$ cat src/design/assert_macros.svh
// assertion helpers for the predictor rtl
`ifndef ASSERT_MACROS_SVH
`define ASSERT_MACROS_SVH

// same-cycle implication, checked outside reset
`define BFP_ASSERT_IMP(label, clk, rst, ante, cons) \
  label: assert property (@(posedge clk) disable iff (rst) (ante) |-> (cons)) \
    else $error("assertion failed");

// next-cycle implication, checked outside reset
`define BFP_ASSERT_NXT(label, clk, rst, ante, cons) \
  label: assert property (@(posedge clk) disable iff (rst) (ante) |=> (cons)) \
    else $error("assertion failed");

`endif

$ cat src/design/bfp_pkg.sv
// ----------------------------------------------------------------------------
// bfp_pkg
// types, widths and constants of the ball friction position predictor
// ----------------------------------------------------------------------------
`default_nettype none

package bfp_pkg;

  localparam int DATA_W      = 16;
  localparam int STEPS_W     = 10;
  localparam int MAX_STEPS_DEF = 512;
  localparam int STILL_Q12   = 41;

  // operand widths of the shared units
  localparam int MUL_W       = 32;
  localparam int PROD_W      = 2 * MUL_W;
  localparam int TOT_W       = 45;   // sum of step distances, up to 8192 steps
  localparam int TOT_LO_W    = 23;
  localparam int ENERGY_W    = 53;
  localparam int DVD_W       = 61;
  localparam int DVS_W       = 32;
  localparam int SQ_W        = 32;
  localparam int ROOT_W      = SQ_W / 2;

  typedef enum logic [1:0] {
    CFG_MASS     = 2'd0,
    CFG_FRICTION = 2'd1,
    CFG_TSTEP    = 2'd2
  } cfg_idx_t;

  typedef struct packed {
    logic signed [DATA_W-1:0]  pos_x;
    logic signed [DATA_W-1:0]  pos_y;
    logic signed [DATA_W-1:0]  vel_x;
    logic signed [DATA_W-1:0]  vel_y;
    logic        [STEPS_W-1:0] steps;
  } bfp_in_t;

  typedef struct packed {
    logic signed [DATA_W-1:0] pred_x;
    logic signed [DATA_W-1:0] pred_y;
    logic                     moved;
  } bfp_out_t;

  typedef enum logic [17:0] {
    S_IDLE = 18'b000000000000000001,
    S_SQX  = 18'b000000000000000010,
    S_SQY  = 18'b000000000000000100,
    S_SPD  = 18'b000000000000001000,
    S_SPW  = 18'b000000000000010000,
    S_CHK  = 18'b000000000000100000,
    S_DS   = 18'b000000000001000000,
    S_WK   = 18'b000000000010000000,
    S_VV   = 18'b000000000100000000,
    S_EN   = 18'b000000001000000000,
    S_CMP  = 18'b000000010000000000,
    S_DVW  = 18'b000000100000000000,
    S_SQW  = 18'b000001000000000000,
    S_OLO  = 18'b000010000000000000,
    S_OHI  = 18'b000100000000000000,
    S_ODV  = 18'b001000000000000000,
    S_ODW  = 18'b010000000000000000,
    S_OUT  = 18'b100000000000000000
  } bfp_state_t;

endpackage

`default_nettype wire

$ cat src/design/bfp_div.sv
// ----------------------------------------------------------------------------
// bfp_div
// restoring divider, one quotient bit per cycle
// ----------------------------------------------------------------------------
`default_nettype none

module bfp_div import bfp_pkg::*; (
  input  wire logic             clk,
  input  wire logic             rst,
  input  wire logic             start,
  input  wire logic [DVD_W-1:0] dividend,
  input  wire logic [DVS_W-1:0] divisor,
  output logic                  busy,
  output logic                  done,
  output logic      [DVD_W-1:0] quot
);

  localparam int CNT_W = $clog2(DVD_W);
  localparam logic [CNT_W-1:0] LAST = CNT_W'(DVD_W - 1);

  logic [CNT_W-1:0] cnt;
  logic [DVS_W:0]   rem;
  logic [DVS_W-1:0] dvs;
  logic [DVS_W:0]   rem_sh;
  logic             fits;

  assign rem_sh = {rem[DVS_W-1:0], quot[DVD_W-1]};
  assign fits   = rem_sh >= {1'b0, dvs};

  always_ff @(posedge clk) begin
    if (rst) begin
      busy <= 1'b0;
      done <= 1'b0;
      cnt  <= '0;
    end else begin
      done <= 1'b0;
      if (start) begin
        busy <= 1'b1;
        cnt  <= '0;
      end else if (busy) begin
        cnt <= cnt + 1'b1;
        if (cnt == LAST) begin
          busy <= 1'b0;
          done <= 1'b1;
        end
      end
    end
  end

  // datapath, quotient bits shift in behind the dividend
  always_ff @(posedge clk) begin
    if (start) begin
      rem  <= '0;
      dvs  <= divisor;
      quot <= dividend;
    end else if (busy) begin
      rem  <= fits ? (rem_sh - {1'b0, dvs}) : rem_sh;
      quot <= {quot[DVD_W-2:0], fits};
    end
  end

endmodule

`default_nettype wire

$ cat src/design/bfp_sqrt.sv
// ----------------------------------------------------------------------------
// bfp_sqrt
// floor square root, one result bit per cycle
// ----------------------------------------------------------------------------
`default_nettype none

module bfp_sqrt import bfp_pkg::*; (
  input  wire logic              clk,
  input  wire logic              rst,
  input  wire logic              start,
  input  wire logic [SQ_W-1:0]   radicand,
  output logic                   done,
  output logic      [ROOT_W-1:0] root
);

  localparam int CNT_W = $clog2(ROOT_W);
  localparam int REM_W = ROOT_W + 2;
  localparam logic [CNT_W-1:0] LAST = CNT_W'(ROOT_W - 1);

  logic             busy;
  logic [CNT_W-1:0] cnt;
  logic [SQ_W-1:0]  rad;
  logic [REM_W-1:0] rem;
  logic [REM_W+1:0] rem_sh;
  logic [REM_W+1:0] trial;
  logic             fits;

  assign rem_sh = {rem, rad[SQ_W-1 -: 2]};
  assign trial  = {2'b00, root, 2'b01};
  assign fits   = rem_sh >= trial;

  always_ff @(posedge clk) begin
    if (rst) begin
      busy <= 1'b0;
      done <= 1'b0;
      cnt  <= '0;
    end else begin
      done <= 1'b0;
      if (start) begin
        busy <= 1'b1;
        cnt  <= '0;
      end else if (busy) begin
        cnt <= cnt + 1'b1;
        if (cnt == LAST) begin
          busy <= 1'b0;
          done <= 1'b1;
        end
      end
    end
  end

  always_ff @(posedge clk) begin
    if (start) begin
      rad  <= radicand;
      rem  <= '0;
      root <= '0;
    end else if (busy) begin
      rad  <= {rad[SQ_W-3:0], 2'b00};
      rem  <= fits ? REM_W'(rem_sh - trial) : REM_W'(rem_sh);
      root <= {root[ROOT_W-2:0], fits};
    end
  end

endmodule

`default_nettype wire

$ cat src/design/ball_friction_position_predictor.sv
// a ball below the stillness speed goes straight to the result; otherwise the steps
//   run in turn up to the clamped limit or until the ball stops, then the two axis offsets
// throughput: one word at a time, the next word is taken once the result has left
// the per-step cost is set by the shared divider and square root
// reset: synchronous, restores mass, friction and time step and empties the block
`default_nettype none

`include "assert_macros.svh"

module ball_friction_position_predictor import bfp_pkg::*; #(
  parameter int MAX_STEPS = MAX_STEPS_DEF
) (
  input  wire logic              clk,
  input  wire logic              rst,
  // input words
  input  wire logic              in_valid,
  output logic                   in_stall,
  input  wire bfp_in_t           in_data,
  // result words
  output logic                   out_valid,
  input  wire logic              out_stall,
  output bfp_out_t               out_data,
  // register writes
  input  wire logic              cfg_valid,
  output logic                   cfg_ready,
  input  wire logic [1:0]        cfg_index,
  input  wire logic [DATA_W-1:0] cfg_data
);

  // step counter wide enough for both the field and the clamp limit
  localparam int LIM_W = $clog2(MAX_STEPS + 1);
  localparam int CW    = (LIM_W > STEPS_W) ? LIM_W : STEPS_W;
  localparam logic [CW-1:0] STEP_LIM = CW'(MAX_STEPS);

  // configuration registers
  logic [DATA_W-1:0] mass;
  logic [DATA_W-1:0] friction;
  logic [DATA_W-1:0] tstep;

  // sequencer and working registers
  bfp_state_t          state;
  bfp_in_t             item;
  logic [DATA_W-1:0]   m_eff;
  logic [CW-1:0]       n_lim;
  logic [CW-1:0]       cnt;
  logic [ROOT_W-1:0]   speed;
  logic [ROOT_W-1:0]   vel;
  logic [TOT_W-1:0]    total;
  logic [ENERGY_W-1:0] work2;
  logic [SQ_W-1:0]     sumsq;
  logic [PROD_W-1:0]   prod;
  logic [PROD_W-1:0]   lo;
  logic                ax;

  // shared multiplier operands
  logic [MUL_W-1:0]  mul_a;
  logic [MUL_W-1:0]  mul_b;

  logic [DATA_W-1:0] mag_x;
  logic [DATA_W-1:0] mag_y;
  logic [DATA_W-1:0] mag;
  logic              neg;
  logic [ENERGY_W-1:0] energy2;
  logic [CW-1:0]     steps_ext;

  // divider and square root
  logic              dv_start;
  logic [DVD_W-1:0]  dv_dividend;
  logic [DVS_W-1:0]  dv_divisor;
  logic              dv_busy;
  logic              dv_done;
  logic [DVD_W-1:0]  dv_quot;
  logic              sq_start;
  logic [SQ_W-1:0]   sq_rad;
  logic              sq_done;
  logic [ROOT_W-1:0] sq_root;

  // axis offset and saturation
  logic [DVS_W-1:0]        q;
  logic signed [DVS_W+1:0] sum;
  logic signed [DATA_W-1:0] sat;

  assign in_stall  = (state != S_IDLE);
  assign out_valid = (state == S_OUT);
  assign cfg_ready = 1'b1;

  assign mag_x     = item.vel_x[DATA_W-1] ? DATA_W'(-item.vel_x) : item.vel_x;
  assign mag_y     = item.vel_y[DATA_W-1] ? DATA_W'(-item.vel_y) : item.vel_y;
  assign mag       = ax ? mag_y : mag_x;
  assign neg       = ax ? item.vel_y[DATA_W-1] : item.vel_x[DATA_W-1];
  assign energy2   = {prod[ENERGY_W-5:0], 4'b0000};
  assign steps_ext = CW'(in_data.steps);

  // register writes, unknown index ignored
  always_ff @(posedge clk) begin
    if (rst) begin
      mass     <= DATA_W'(1884);
      friction <= DATA_W'(287);
      tstep    <= DATA_W'(1092);
    end else if (cfg_valid && cfg_ready) begin
      case (cfg_index)
        CFG_MASS:     mass     <= cfg_data;
        CFG_FRICTION: friction <= cfg_data;
        CFG_TSTEP:    tstep    <= cfg_data;
        default:      ;
      endcase
    end
  end

  // multiplier operand selection by state
  always_comb begin
    mul_a = '0;
    mul_b = '0;
    unique case (state)
      S_SQX: begin mul_a = MUL_W'(mag_x);  mul_b = MUL_W'(mag_x); end
      S_SQY: begin mul_a = MUL_W'(mag_y);  mul_b = MUL_W'(mag_y); end
      S_DS:  begin mul_a = MUL_W'(vel);    mul_b = MUL_W'(tstep); end
      S_WK:  begin mul_a = MUL_W'(friction); mul_b = prod[MUL_W-1:0]; end
      S_VV:  begin mul_a = MUL_W'(vel);    mul_b = MUL_W'(vel); end
      S_EN:  begin mul_a = MUL_W'(m_eff);  mul_b = prod[MUL_W-1:0]; end
      S_OLO: begin mul_a = MUL_W'(mag);    mul_b = MUL_W'(total[TOT_LO_W-1:0]); end
      S_OHI: begin mul_a = MUL_W'(mag);    mul_b = MUL_W'(total[TOT_W-1:TOT_LO_W]); end
      default: ;
    endcase
  end

  // unit starts and operands
  always_comb begin
    dv_start    = 1'b0;
    dv_dividend = DVD_W'(energy2 - work2);
    dv_divisor  = DVS_W'(m_eff);
    sq_start    = 1'b0;
    sq_rad      = SQ_W'(sumsq + prod[SQ_W-1:0]);
    if (state == S_CMP && energy2 > work2) begin
      dv_start = 1'b1;
    end
    if (state == S_ODV) begin
      dv_start    = 1'b1;
      // rounding half away from zero: add half the divisor
      dv_dividend = DVD_W'(lo) + DVD_W'({prod, TOT_LO_W'(0)})
                  + DVD_W'({speed, 15'd0});
      dv_divisor  = {speed, 16'd0};
    end
    if (state == S_SPD) begin
      sq_start = 1'b1;
    end
    if (state == S_DVW && dv_done) begin
      sq_start = 1'b1;
      sq_rad   = dv_quot[SQ_W+3:4];
    end
  end

  // signed offset applied to the position, then saturated
  always_comb begin
    q   = dv_quot[DVS_W-1:0];
    sum = (DVS_W+2)'(ax ? item.pos_y : item.pos_x)
        + (neg ? -$signed({2'b00, q}) : $signed({2'b00, q}));
    if (sum > (DVS_W+2)'(32767)) begin
      sat = 16'sh7fff;
    end else if (sum < -(DVS_W+2)'(32768)) begin
      sat = 16'sh8000;
    end else begin
      sat = sum[DATA_W-1:0];
    end
  end

  always_ff @(posedge clk) begin
    prod <= mul_a * mul_b;
  end

  // sequencer
  always_ff @(posedge clk) begin
    if (rst) begin
      state <= S_IDLE;
    end else begin
      unique case (state)
        S_IDLE: begin
          if (in_valid && !in_stall) begin
            item  <= in_data;
            m_eff <= (mass == '0) ? DATA_W'(1) : mass;
            n_lim <= (steps_ext > STEP_LIM) ? STEP_LIM : steps_ext;
            state <= S_SQX;
          end
        end
        S_SQX: state <= S_SQY;
        S_SQY: begin
          sumsq <= prod[SQ_W-1:0];
          state <= S_SPD;
        end
        S_SPD: state <= S_SPW;
        S_SPW: begin
          if (sq_done) begin
            speed <= sq_root;
            vel   <= sq_root;
            total <= '0;
            cnt   <= '0;
            ax    <= 1'b0;
            if (sq_root < ROOT_W'(STILL_Q12)) begin
              // still ball: position goes back unchanged
              out_data <= '{pred_x: item.pos_x, pred_y: item.pos_y, moved: 1'b0};
              state    <= S_OUT;
            end else begin
              out_data.moved <= 1'b1;
              state          <= S_CHK;
            end
          end
        end
        S_CHK: state <= (cnt == n_lim) ? S_OLO : S_DS;
        S_DS:  state <= S_WK;
        S_WK: begin
          total <= total + TOT_W'(prod[MUL_W-1:0]);
          cnt   <= cnt + 1'b1;
          state <= S_VV;
        end
        S_VV: begin
          work2 <= ENERGY_W'({prod[ENERGY_W-3:0], 1'b0});
          state <= S_EN;
        end
        S_EN:  state <= S_CMP;
        S_CMP: state <= (energy2 > work2) ? S_DVW : S_OLO;
        S_DVW: if (dv_done) state <= S_SQW;
        S_SQW: begin
          if (sq_done) begin
            if (sq_root == '0) begin
              state <= S_OLO;
            end else begin
              vel   <= sq_root;
              state <= S_CHK;
            end
          end
        end
        S_OLO: state <= S_OHI;
        S_OHI: begin
          lo    <= prod;
          state <= S_ODV;
        end
        S_ODV: state <= S_ODW;
        S_ODW: begin
          if (dv_done) begin
            if (ax) begin
              out_data.pred_y <= sat;
              state           <= S_OUT;
            end else begin
              out_data.pred_x <= sat;
              ax              <= 1'b1;
              state           <= S_OLO;
            end
          end
        end
        S_OUT: if (!out_stall) state <= S_IDLE;
        default: state <= S_IDLE;
      endcase
    end
  end

  bfp_div u_div (
    .clk      (clk),
    .rst      (rst),
    .start    (dv_start),
    .dividend (dv_dividend),
    .divisor  (dv_divisor),
    .busy     (dv_busy),
    .done     (dv_done),
    .quot     (dv_quot)
  );

  bfp_sqrt u_sqrt (
    .clk      (clk),
    .rst      (rst),
    .start    (sq_start),
    .radicand (sq_rad),
    .done     (sq_done),
    .root     (sq_root)
  );

  // speed never rises from one step to the next
  `BFP_ASSERT_NXT(a_vel_falls, clk, rst, (state == S_SQW && sq_done), (vel <= $past(vel)))
  // divider only started when idle and with a nonzero divisor
  `BFP_ASSERT_IMP(a_div_start, clk, rst, dv_start, (!dv_busy && dv_divisor != '0))
  // step count never passes the clamped limit
  `BFP_ASSERT_IMP(a_cnt_lim, clk, rst, (state == S_CHK), (cnt <= n_lim))
  // a still ball leaves with its own position
  `BFP_ASSERT_IMP(a_still_pos, clk, rst, (out_valid && !out_data.moved),
                  (out_data.pred_x == item.pos_x && out_data.pred_y == item.pos_y))

endmodule

`default_nettype wire

$ cat config.mk
export PLATFORM = sky130hd
export DESIGN_NAME = ball_friction_position_predictor
export DESIGN_NICKNAME = d
export VERILOG_FILES = /design/src/design/bfp_pkg.sv /design/src/design/bfp_div.sv /design/src/design/bfp_sqrt.sv /design/src/design/ball_friction_position_predictor.sv
export VERILOG_INCLUDE_DIRS = /design/src /design/src/design
export SDC_FILE = /design/constraint.sdc
export NUM_CORES = 2
export LEC_CHECK = 0
export BUFFER_PORTS_ARGS = -buffer_cell sky130_fd_sc_hd__buf_2
export CAP_MARGIN = 15
export CORE_ASPECT_RATIO = 1.5
export CORE_MARGIN = 1.5
export CORE_UTILIZATION = 33
export DETAILED_ROUTE_END_ITERATION = 8
export PLACE_DENSITY = 0.46
export REMOVE_ABC_BUFFERS = 1
export SYNTH_ARGS = -nofsm -noshare
export SYNTH_HDL_FRONTEND = slang
export SYNTH_SLANG_ARGS = --single-unit
export TNS_END_PERCENT = 1
$ cat constraint.sdc
create_clock -name clk -period 11.2 [get_ports clk]
set_clock_uncertainty 0.2 [all_clocks]
set_input_delay 0.56 -clock clk [delete_from_list [all_inputs] [get_ports clk]]
set_output_delay 0.56 -clock clk [all_outputs]
set_load 0.005 [all_outputs]
[Yosys cells after proc, flatten, opt, wreduce, memory -nomap -nowiden]
Index checks and enable logic that the tools add are counted.
Word-level totals
  bits in registers: 658
  input bits: 97
  output and inout port bits: 36
Cells by class
  add/sub/neg operators: 14
  bitwise operators: 3
  multiply operators: 1
  magnitude comparators: 7
  equality and inequality tests: 34
  multiplexer cells: 60
  reduce and logical (&&, ||, !) cells: 33
Operators by type and width (number)
  $pmux W18 S18: 1
  $pmux W32 S7: 1
  $mux W32: 6
  $mux W61: 3
  $mux W18: 9
  $mux W16: 10
  $pmux W16 S6: 1
  $pmux W45 S2: 1
  $mux W34: 2
  $pmux W32 S2: 1
  $add A48 B61 Y61: 1
  $add A61 B31 Y61: 1
  $sub A52 B49 Y53: 1
  $gt A52 B49 Y1: 1
  $mul A16 B32 Y48: 1
  $add A45 B32 Y45: 1
  $mux W45: 1
  $mux W14: 3
  $add A34 B34 Y34: 1
  $gt A34 B16 Y1 const B: 1
  $lt A34 B16 Y1 const B: 1
  $neg A32 Y34: 1
  $ge A33 B32 Y1: 1
  $mux W33: 1
  54 further kinds: 101

[Logic depth before layout (Yosys ltp)]
  word-level depth: 9
  depth in mapped cells: 37
  depth with buffers taken out: 34

[Hierarchy]
From an unflattened synthesis, not the netlist that was laid out.
Second synthesis, totals
  cell total of the unflattened synthesis: 5931
  area total of the unflattened synthesis: 56228.9 µm²
Modules (own cells, without submodules)
  ball_friction_position_predictor: area an instance 45304.7 µm², sequential area each 12462.0 µm², instances 1, cells an instance 4930
  bfp_div: area an instance 7015.5 µm², sequential area each 3593.4 µm², instances 1, cells an instance 627
  bfp_sqrt: area an instance 3908.7 µm², sequential area each 1761.7 µm², instances 1, cells an instance 374

[Least setup slack after synthesis]
No wires, ideal clock.
  path type: register to register
  start point: register state[7]
  end point: register item[10] (netlist bit) (enable)
  arrival: 7.979 ns
  setup slack: 2.353 ns
  required time: 10.332 ns
  stages on the path, launching flop included: 6
  clock period less this slack: 8.847 ns
  path buffers: 0
  path through: dfxtp_1 -> nor4_1 -> nand2_1 -> nor3_1 -> nand3b_1 -> nor3b_1
Between the ends
  cells in the longest elaborated chain, start to end: 4
  elaborated cells between the ends (all ways): 5
RTL lines
  start: declaration: RTL line ball_friction_position_predictor.sv:41  | bfp_state_t state;
  start signal: assignment: RTL line ball_friction_position_predictor.sv:208  | S_CHK: state <= (cnt == n_lim) ? S_OLO : S_DS;
  start signal: assignment: RTL line ball_friction_position_predictor.sv:220  | S_CMP: state <= (energy2 > work2) ? S_DVW : S_OLO;
  $ne A18 B1 Y1: RTL line ball_friction_position_predictor.sv:83  | assign in_stall = (state != S_IDLE);
  named net in_stall: RTL line ball_friction_position_predictor.sv:17  | output logic in_stall,
  $logic_not A1 Y1: RTL line ball_friction_position_predictor.sv:178  | if (in_valid && !in_stall) begin
  $logic_and A1 B1 Y1: RTL line ball_friction_position_predictor.sv:178
  $reduce_and A3 Y1 (no line)
  end signal: assignment: RTL line ball_friction_position_predictor.sv:179  | item <= in_data;
  end: declaration: RTL line ball_friction_position_predictor.sv:42  | bfp_in_t item;
The timed path passes the listed nets, and every way through them passes these cells.
A chain may end at the register's enable or synchronous reset.

[Worst setup path in the final report]
  start point: register state[7]
  end point: register prod[44]
Between the ends
  cells in the longest elaborated chain, start to end: 4
  elaborated cells between the ends (all ways): 14
RTL lines
  $eq A18 B10 Y1 (tied with other cells): RTL line ball_friction_position_predictor.sv:114  | unique case (state)
  $reduce_or A2 Y1 (no line)
  $pmux W32 S7 / $pmux W16 S6 (equally long branches): RTL line ball_friction_position_predictor.sv:114
  $mul A16 B32 Y48 (*): RTL line ball_friction_position_predictor.sv:168  | prod <= mul_a * mul_b;
  end signal: assignment: RTL line ball_friction_position_predictor.sv:168
  end: declaration: RTL line ball_friction_position_predictor.sv:51  | logic [PROD_W-1:0] prod;
Every way passes the cells marked *; elsewhere a longest branch is shown, timed or not.

==> impl_metrics.tcl <==
set metrics [dict create \
    post_layout_inst_area_um2 63000 \
    crit_required_ps 11600 \
    synth_seq_cells 658 \
    cts.htree.levels 3 \
    layout.filler_cells 17100 \
    setup-violations-final 0 \
    yosysSeqAreaShare_pct 32.0 \
    grt_max_degree 73 \
    final_max_slew_viol_count 0 \
    globalRouteTotalUtil_pct 23.1 \
    yosysWarnings 0 \
    irDropWorstVdd_mv 0.105 \
    cp.arrival_ps 10970 \
    vias 44300 \
    p_leak_nw 27.5 \
    met1_use_gr_pct 25.3 \
    number_of_global_route_vias_before_repair 46200 \
    setup_tns_ps 0 \
    drv_cap 0 \
    die-width_um 338 \
    cts.reportedPaths.clkPinSlew_ps 60 \
    core_um2 167000 \
    drcViolationCount 0 \
    critPathCaptureType "flip-flop" \
    synthesis.instances 5930 \
    number_of_cells_on_the_worst_reg_to_reg_path 34 \
    status "finished, final reports clean" \
    place.detailed.hpwl_um 156000 \
    crit_path_max_incr_delay_ps 890 \
    cts.sink_count 658 \
    post-layout-total-power_w 0.00610 \
    critPathKind "reg -> reg" \
    timing.hold.worst.start "in_data[5]" \
    worstPathMaxFanout 10 \
    fin_util_pct 37.6 \
    grt-ovfl-total 0 \
    cts.repair.resized 0 \
    synth.avg_cell_area_um2 9.37 \
    finalHoldViolations 0 \
    final.min_clock_period_ps 10570 \
    io_buffers 131 \
    grt_most_used_layer "met2" \
    syn_area_um2 55600 \
    placement_rows 184 \
    dpl-instance-area_um2 59400 \
    layout_setup_ws_ps 626 \
    drive_gt1_share_pct 8.37 \
    post-place-ws_ps 715 \
    pin_count 133 \
    power.density_nw_per_um2 96.8 \
    fmax_ghz 0.0946 \
    tritoncts_clock_tree "done" \
    worst-r2r-setup-slack_ps 630 \
    synth_edf_count 464 \
    finalWeightedCongestion 0.916 \
    finish.net_count 7054 \
    grt.met2_usage_pct 43.9 \
    terminating_pin_of_the_worst_hold_path "n_lim[5]$_SDFFCE_PN0P_" \
    numCtsBuffers 76 \
    synthArstFlopShare_pct 0 \
    hold_depth 2 \
    cell_type_with_the_highest_occurrence_count_on_the_critical_path "sky130_fd_sc_hd__fa_1" \
    synth.lib_cells_used.distinct 108 \
    hold_buffers 92 \
    routed_wire_length_per_instance_um 23.6 \
    synthFlopType "sky130_fd_sc_hd__edfxtp_1" \
    root_buffer "sky130_fd_sc_hd__clkbuf_16" \
    detailed_router_s_first_iteration_violation_count 2636 \
    max-clock-path-buffers 3 \
    slowest_stage_cell_cp "sky130_fd_sc_hd__a222oi_1" \
    first_pass_grt_wire_length_um 296000 \
    design.die.area_um2 171000 \
    detail_route.vias_per_cell 5.24 \
    timing.slew.headroom_pct 23.5 \
    grt_antenna_before_repair 10 \
    clock_latency_on_the_worst_skew_pair_ps 690 \
    total_iterations_of_the_first_detailed_routing_run 8 \
    reg2reg_from "state[7]$_SDFFE_PP0P_" \
    post_cts_buffers 0 \
    areaGrowthSynthToFinish_pct 13.3 \
    die_h_um 506 \
    finalCritPeriodShare_pct 94.4 \
    grt_setup_unrepaired "false" \
    cp-start-kind "flip-flop" \
    holdCritPathClass "in -> reg" \
    reg2reg_to "prod[44]$_DFF_P_" \
    route.antenna.remaining_nets 0 \
    gr-usage-met3_pct 2.15 \
    floorplan.initialDensity_pct 33.2 \
    worst_slew_pin_slew_ps 1140 \
    aggregate_routed_wire_length_um 199000 \
]
## how the worst max path moves through the flow
stage | from | end | slack (ps) | depth (start not counted)
after floorplan | state[17]$_SDFFE_PP0P_ | prod[44]$_DFF_P_ | 1360 | 30
after global placement | state[7]$_SDFFE_PP0P_ | prod[44]$_DFF_P_ | 800 | 34
after detailed placement | state[7]$_SDFFE_PP0P_ | prod[44]$_DFF_P_ | 710 | 34
after CTS | state[7]$_SDFFE_PP0P_ | prod[44]$_DFF_P_ | 650 | 34
after global routing | state[4]$_SDFFE_PP0P_ | prod[44]$_DFF_P_ | 150 | 33
final | state[7]$_SDFFE_PP0P_ | prod[44]$_DFF_P_ | 630 | 34
## critical path, delay by kind of cell, from the launching register on
family	cells	cell delay, ps
AND/OR/NAND/NOR	8	2110
buffers and inverters	7	730
adder cells (fa/ha/maj)	7	3440
AO/OA/AOI/OAI	11	3290
XOR/XNOR	1	130
flip-flops	1	530
## cells in the mapped netlist, drive strengths merged (47+ instances only)
| cell type | instances | share of area, % |
|---|---|---|
| and3 | 55 | 0.62 |
| nand3 | 92 | 0.85 |
| nand2b | 65 | 0.74 |
| a21oi | 407 | 3.7 |
| dfxtp | 194 | 7.0 |
| xnor2 | 176 | 2.8 |
| mux2i | 74 | 1.3 |
| nand2 | 763 | 5.2 |
| and2 | 122 | 1.4 |
| a211oi | 54 | 0.74 |
| a31oi | 53 | 0.63 |
| edfxtp | 464 | 25 |
| ha | 377 | 8.5 |
| or3 | 47 | 0.54 |
| nor3 | 66 | 0.60 |
| xor2 | 148 | 2.3 |
| o21ai | 209 | 1.9 |
| inv | 673 | 4.5 |
| buf | 92 | 0.91 |
| clkbuf | 164 | 1.1 |
| fa | 431 | 16 |
| nor2 | 381 | 2.6 |
| o211ai | 54 | 0.74 |
| a21o | 115 | 1.6 |
| nor2b | 93 | 1.1 |
## power breakdown
| group | internal (W) | switching [W] | total (W) |
|---|---|---|---|
| Sequential | 0.00264 | 0.0000534 | 0.00270 |
| Clock | 0.00154 | 0.00112 | 0.00267 |
| Combinational | 0.000293 | 0.000442 | 0.000735 |
## placed cells by master, fill, tap and decap left out, types with 176 or more instances in the layout
| master | count |
|---|---|
| sky130_fd_sc_hd__fa_1 | 431 |
| sky130_fd_sc_hd__ha_1 | 377 |
| sky130_fd_sc_hd__edfxtp_1 | 464 |
| sky130_fd_sc_hd__a21oi_1 | 404 |
| sky130_fd_sc_hd__o21ai_0 | 199 |
| sky130_fd_sc_hd__xnor2_1 | 176 |
| sky130_fd_sc_hd__nor2_1 | 377 |
| sky130_fd_sc_hd__dfxtp_1 | 192 |
| sky130_fd_sc_hd__inv_1 | 673 |
| sky130_fd_sc_hd__nand2_1 | 761 |
## state kept, by name, indices dropped and copies added (netlist names), 6 cells and up
register / count
prod: 48
mass: 16
u_div.quot: 61
speed: 16
sumsq: 32
tstep: 16
item: 64
u_sqrt.rad: 32
work2: 48
friction: 16
out_data: 33
u_sqrt.root: 16
state: 18
lo: 48
u_div.rem: 32
vel: 16
total: 45
m_eff: 16
u_div.cnt: 6
u_sqrt.rem: 18
n_lim: 10
cnt: 10
u_div.dvs: 32
## per-layer routing
metal  wire [um]  vias up
met3        7090      339
met1       75500    22100
li1            -    20800
met2      106000     1018
met4       10400        2
met5           9        -
## final cells by class
cell class	count	area [um2]	area share, %
diodes	3	7.51	0.0119
clock buffers	101	2170	3.45
clock inverters	38	457	0.725
inverters	674	2530	4.02
multi-input cells	4342	34300	54.4
flip-flops and latches	658	17800	28.3
well taps	2232	2790	4.43
repair buffers	397	2920	4.64
## cells by family after synthesis
group	count (synthesis)	synth area share, %
muxes	91	1.68
AOI/OAI and AO/OA	1233	14.4
adders and majority gates	808	24.0
and+or+nand+nor	1885	16.2
xor gates and xnor gates	324	5.10
buffers and inverters	930	6.57
other	1	0.00675
DFF	658	32.0
## per-stage QoR
stage | cells | hold slack, ps
floorplan | 5674 | 230
detailed placement | 8210 | 249
global route | 8443 | 56.8
global placement | 8208 | 242
CTS | 8441 | 11.6
finish | 8445 | 68.4
No activity file was read; power rests on OpenSTA's default activity.
